--- src/sv/tkb_pkg.sv ---
// ----------------------------------------------------------------------------
// tkb_pkg
// Shared types and constants for the top-k box selector.
// ----------------------------------------------------------------------------
package tkb_pkg;

	localparam int MAX_KEEP_DEF = 64;
	localparam int KEEP_W       = 7;
	localparam int SCORE_W      = 16;
	localparam int COORD_W      = 32;

	typedef struct packed {
		logic [SCORE_W-1:0] score;
		logic [COORD_W-1:0] coord_x0;
		logic [COORD_W-1:0] coord_y0;
		logic [COORD_W-1:0] coord_x1;
		logic [COORD_W-1:0] coord_y1;
		logic               set_end;
	} box_in_t;

	typedef struct packed {
		logic [COORD_W-1:0] out_x0;
		logic [COORD_W-1:0] out_y0;
		logic [COORD_W-1:0] out_x1;
		logic [COORD_W-1:0] out_y1;
		logic               final_box;
	} box_out_t;

	typedef struct packed {
		logic [SCORE_W-1:0] score;
		logic [COORD_W-1:0] x0;
		logic [COORD_W-1:0] y0;
		logic [COORD_W-1:0] x1;
		logic [COORD_W-1:0] y1;
	} entry_t;

	typedef struct packed {
		logic ins;
		logic drain;
		logic clr;
	} cell_ctl_t;

endpackage

--- src/sv/tkb_cell.sv ---
// ----------------------------------------------------------------------------
// tkb_cell
// One rank slot of the sorted chain: takes the new box, the box of the slot
// above, or the box of the slot below while the set drains.
// ----------------------------------------------------------------------------
module tkb_cell
	import tkb_pkg::*;
(
	input  logic      clk,
	input  logic      arst_n,
	input  cell_ctl_t ctl,
	input  entry_t    new_entry,
	input  entry_t    prev_entry,
	input  logic      prev_valid,
	input  logic      prev_win,
	input  entry_t    next_entry,
	input  logic      next_valid,
	output entry_t    entry,
	output logic      valid,
	output logic      win
);

	entry_t entry_q;
	logic   valid_q;

	assign win   = !valid_q || (new_entry.score > entry_q.score);
	assign entry = entry_q;
	assign valid = valid_q;

	always_ff @(posedge clk or negedge arst_n) begin
		if (!arst_n) begin
			valid_q <= 1'b0;
		end else if (ctl.clr) begin
			valid_q <= 1'b0;
		end else if (ctl.ins && win) begin
			valid_q <= prev_win ? prev_valid : 1'b1;
		end else if (ctl.drain) begin
			valid_q <= next_valid;
		end
	end

	always_ff @(posedge clk) begin
		if (ctl.ins && win) begin
			entry_q <= prev_win ? prev_entry : new_entry;
		end else if (ctl.drain) begin
			entry_q <= next_entry;
		end
	end

endmodule

--- config.mk ---
export PLATFORM = sky130hd
export DESIGN_NAME = tkb_cell
export DESIGN_NICKNAME = d
export VERILOG_FILES = /design/src/sv/tkb_pkg.sv /design/src/sv/tkb_cell.sv
export SDC_FILE = /design/constraint.sdc
export NUM_CORES = 1
export LEC_CHECK = 0
export BUFFER_PORTS_ARGS = -buffer_cell sky130_fd_sc_hd__buf_4
export CAP_MARGIN = 20
export CORE_AREA = 10 10 219 221
export DETAILED_ROUTE_END_ITERATION = 16
export DIE_AREA = 0 0 229 231
export GPL_ROUTABILITY_DRIVEN = 0
export PLACE_DENSITY_LB_ADDON = 0.25
export SLEW_MARGIN = 20
export SYNTH_ARGS = -nofsm -noshare
export SYNTH_HDL_FRONTEND = slang
export SYNTH_SLANG_ARGS = --single-unit
--- constraint.sdc ---
create_clock -name clk -period 10.5 [get_ports clk]
set_input_delay 1.05 -clock clk [delete_from_list [all_inputs] [get_ports clk]]
set_output_delay 1.05 -clock clk [all_outputs]
set_load 0.02 [all_outputs]
==> flow_metrics.env <==
export IMPL_grt_use_total_pct=13.5
export IMPL_cts_htree_levels=4
export IMPL_fin_area_sq_um=13900
export IMPL_fin_crit_ns=4.45
export IMPL_path_clk_slew_ns=0.06
export IMPL_grt_antenna_before_repair=5
export IMPL_die_w_um=229
export IMPL_leakagePower_nw=6.16
export IMPL_seqCellArea_sq_um=4350
export IMPL_postSynthAreaPerCell_sq_um=15.9
export IMPL_critPathRequiredTime_ns=10.68
export IMPL_hold_buffers=0
export IMPL_cts_inserted_buffers=17
export IMPL_hold_class="in2async"
export IMPL_synth_top_area_share_pct=50.8
export IMPL_reg2reg_from="entry[142]"
export IMPL_fillers=4603
export IMPL_status="finished, final reports clean"
export IMPL_ant_nets=0
export IMPL_initialDrtViolationCount=228
export IMPL_fin_crit_sh_pct=42.4
export IMPL_setup_violations_final=0
export IMPL_tightestPinTransition_ns=0.967
export IMPL_top_layer="met4"
export IMPL_dp_hpwl_mm=30.8
export IMPL_tns_ns=0
export IMPL_overflow=0
export IMPL_synth_largest_area_cell="edfxtp_1"
export IMPL_core_area_sq_um=43700
export IMPL_slew_viol_final=0
export IMPL_hold_violations=0
export IMPL_dr_wl_met3_mm=4.04
export IMPL_worst_r2r_endpoint="entry[7]"
export IMPL_layout_commonest_cell="buf_4"
export IMPL_cts_sinks=145
export IMPL_dr_pass1_iters=4
export IMPL_synthCells=536
export IMPL_endpoint_kind="register"
export IMPL_wl_met1_mm=13.6
export IMPL_port_buffers=585
export IMPL_max_clock_path_buffers=2
export IMPL_vias=6682
export IMPL_area_growth_pct=64.0
export IMPL_cts_root_buf="clkbuf_16"
export IMPL_drive_gt1_share_pct=80.6
export IMPL_layout_common_cells="buf_4 (590), mux2_2 (238), edfxtp_1 (144)"
export IMPL_n_antenna_cell=0
export IMPL_multiInputGateArea_sq_um=3840
export IMPL_synth_area_leaders="edfxtp_1 (51%), mux2_2 (32%), mux2_4 (8.6%), ha_1 (2.4%), buf_12 (1.4%)"
export IMPL_ys_warn_count=0
export IMPL_avgViaCountPerCell=3.89
export IMPL_fin_worst_skew_ns=0.00898
export IMPL_post_cts_setup_buffer_count=0
export IMPL_start_util_pct=19.4
export IMPL_worstSetupPathType="in2reg"
export IMPL_grt_pass1_wl_mm=52.8
export IMPL_maxCapViolations=0
export IMPL_nNetsFinal=1570
export IMPL_placed_area_sq_um=13400
export IMPL_wl_met2_mm=19.1
export IMPL_drc=0
export IMPL_ys_seq_area_share_pct=51.1
export IMPL_netlist_area_sq_um=8510
export IMPL_power_density_nw_per_um2=137
export IMPL_max_freq_mhz=225
export IMPL_r2r_cells=9
export IMPL_path_max_fanout=63
export IMPL_crit_arrival_ns=4.63
export IMPL_row_count=77
export IMPL_synth_distinct_cells=24
export IMPL_grt_max_degree=87
export IMPL_first_global_vias=7796
export IMPL_relSlewSlack_pct=35.5
export IMPL_die_area_sq_um=52900
export IMPL_io_pins=586
export IMPL_dieHeight_um=231
export IMPL_route_final_wire_length_mm=37.0
export IMPL_cts_resized=0
export IMPL_avgRoutedWirePerCell_um=21.6
export IMPL_clock_latency_ns=0.44
export IMPL_ir_drop_mv=0.0702
export IMPL_regToRegSetupSlack_ns=6.35
export IMPL_start_kind="input pin"
export IMPL_yosys_register_bits=145
export IMPL_cts_tree="yes"
export IMPL_synth_nets=992
export IMPL_rsz0062_at_grt="false"
-- cell usage after synthesis --
library cell / number
clkbuf_1: 16
inv_1: 20
o211ai_1: 2
or4_1: 1
edfxtp_1: 144
nor2b_1: 1
nor3_1: 3
buf_4: 10
nand4_1: 4
nand2_1: 6
a21o_1: 1
a311oi_2: 1
dfrtp_1: 1
mux2i_1: 2
a21oi_1: 6
o21ai_0: 5
a31oi_1: 1
or2_2: 1
buf_12: 6
mux2_4: 49
nor2_1: 1
mux2_2: 238
nor4_1: 1
ha_1: 16
-- report_power, final --
part / switching (mW) / internal, mW
clock: 0.252 / 0.295
combinational: 0.276 / 0.329
sequential: 0.0262 / 0.737
-- layout make-up --
type / instances / area share [%]
Multi-Input combinational cell: 339 / 27.5
Tap cell: 592 / 5.31
Clock buffer: 18 / 3.08
Sequential cell: 145 / 31.2
Clock inverter: 12 / 0.520
Timing Repair Buffer: 591 / 31.8
Inverter: 20 / 0.538
-- worst max-delay path, cell delays in order --
cell and delay (ns):
buf_4 0.11, ha_1 0.32, nand4_1 0.20, or4_1 0.59, a21o_1 0.22, a311oi_4 0.27
buf_4 0.57, buf_4 0.80, mux2_2 0.42
-- registers in the layout, indices dropped and copies added, names as in the netlist --
name / cells
entry: 144
valid: 1
-- through the flow --
step / power (mW) / hold slack, ns / utilization, % / setup WS [ns] / std cells
floorplan: 1.09 / 0.754 / - / 5.35 / 536
global placement: 1.39 / 0.820 / 30.7 / 5.58 / 1687
detailed placement: 1.40 / 0.807 / 30.7 / 5.54 / 1687
CTS: 1.96 / 0.329 / 31.9 / 6.03 / 1717
global route: 2.02 / 0.340 / 31.9 / 5.86 / 1717
finish: 1.92 / 0.378 / 31.9 / 6.05 / 1717
-- cell families (layout without fill, tap and decap cells) --
kind of cell | count (synthesis) | after routing | share of synthesized area (%)
muxes | 289 | 289 | 40.4
DFF | 145 | 145 | 51.1
buffers and inverters | 52 | 641 | 3.88
and+or+nand+nor | 18 | 18 | 1.09
adders and majority gates | 16 | 16 | 2.35
AOI/OAI and AO/OA | 16 | 16 | 1.16
-- how the worst max path moves through the flow --
stage                               from  slack, ns        end  depth (start not counted)
final                     new_entry[143]       6.05   entry[7]                          9
after global routing      new_entry[143]       5.86   entry[7]                          9
after CTS                 new_entry[143]       6.03  entry[57]                          9
after detailed placement  new_entry[143]       5.54  entry[57]                          9
after global placement    new_entry[143]       5.58  entry[22]                          9
after floorplan           new_entry[143]       5.35   entry[0]                          9
-- per-layer routing --
metal | up-vias | track usage [%]
li1 | 3219 | -
met1 | 3083 | 13.9
met2 | 360 | 24.1
met3 | 20 | 6.68
met4 | 0 | 3.50
met5 | - | 0
Note: power is estimated with default switching activity, not from simulation.
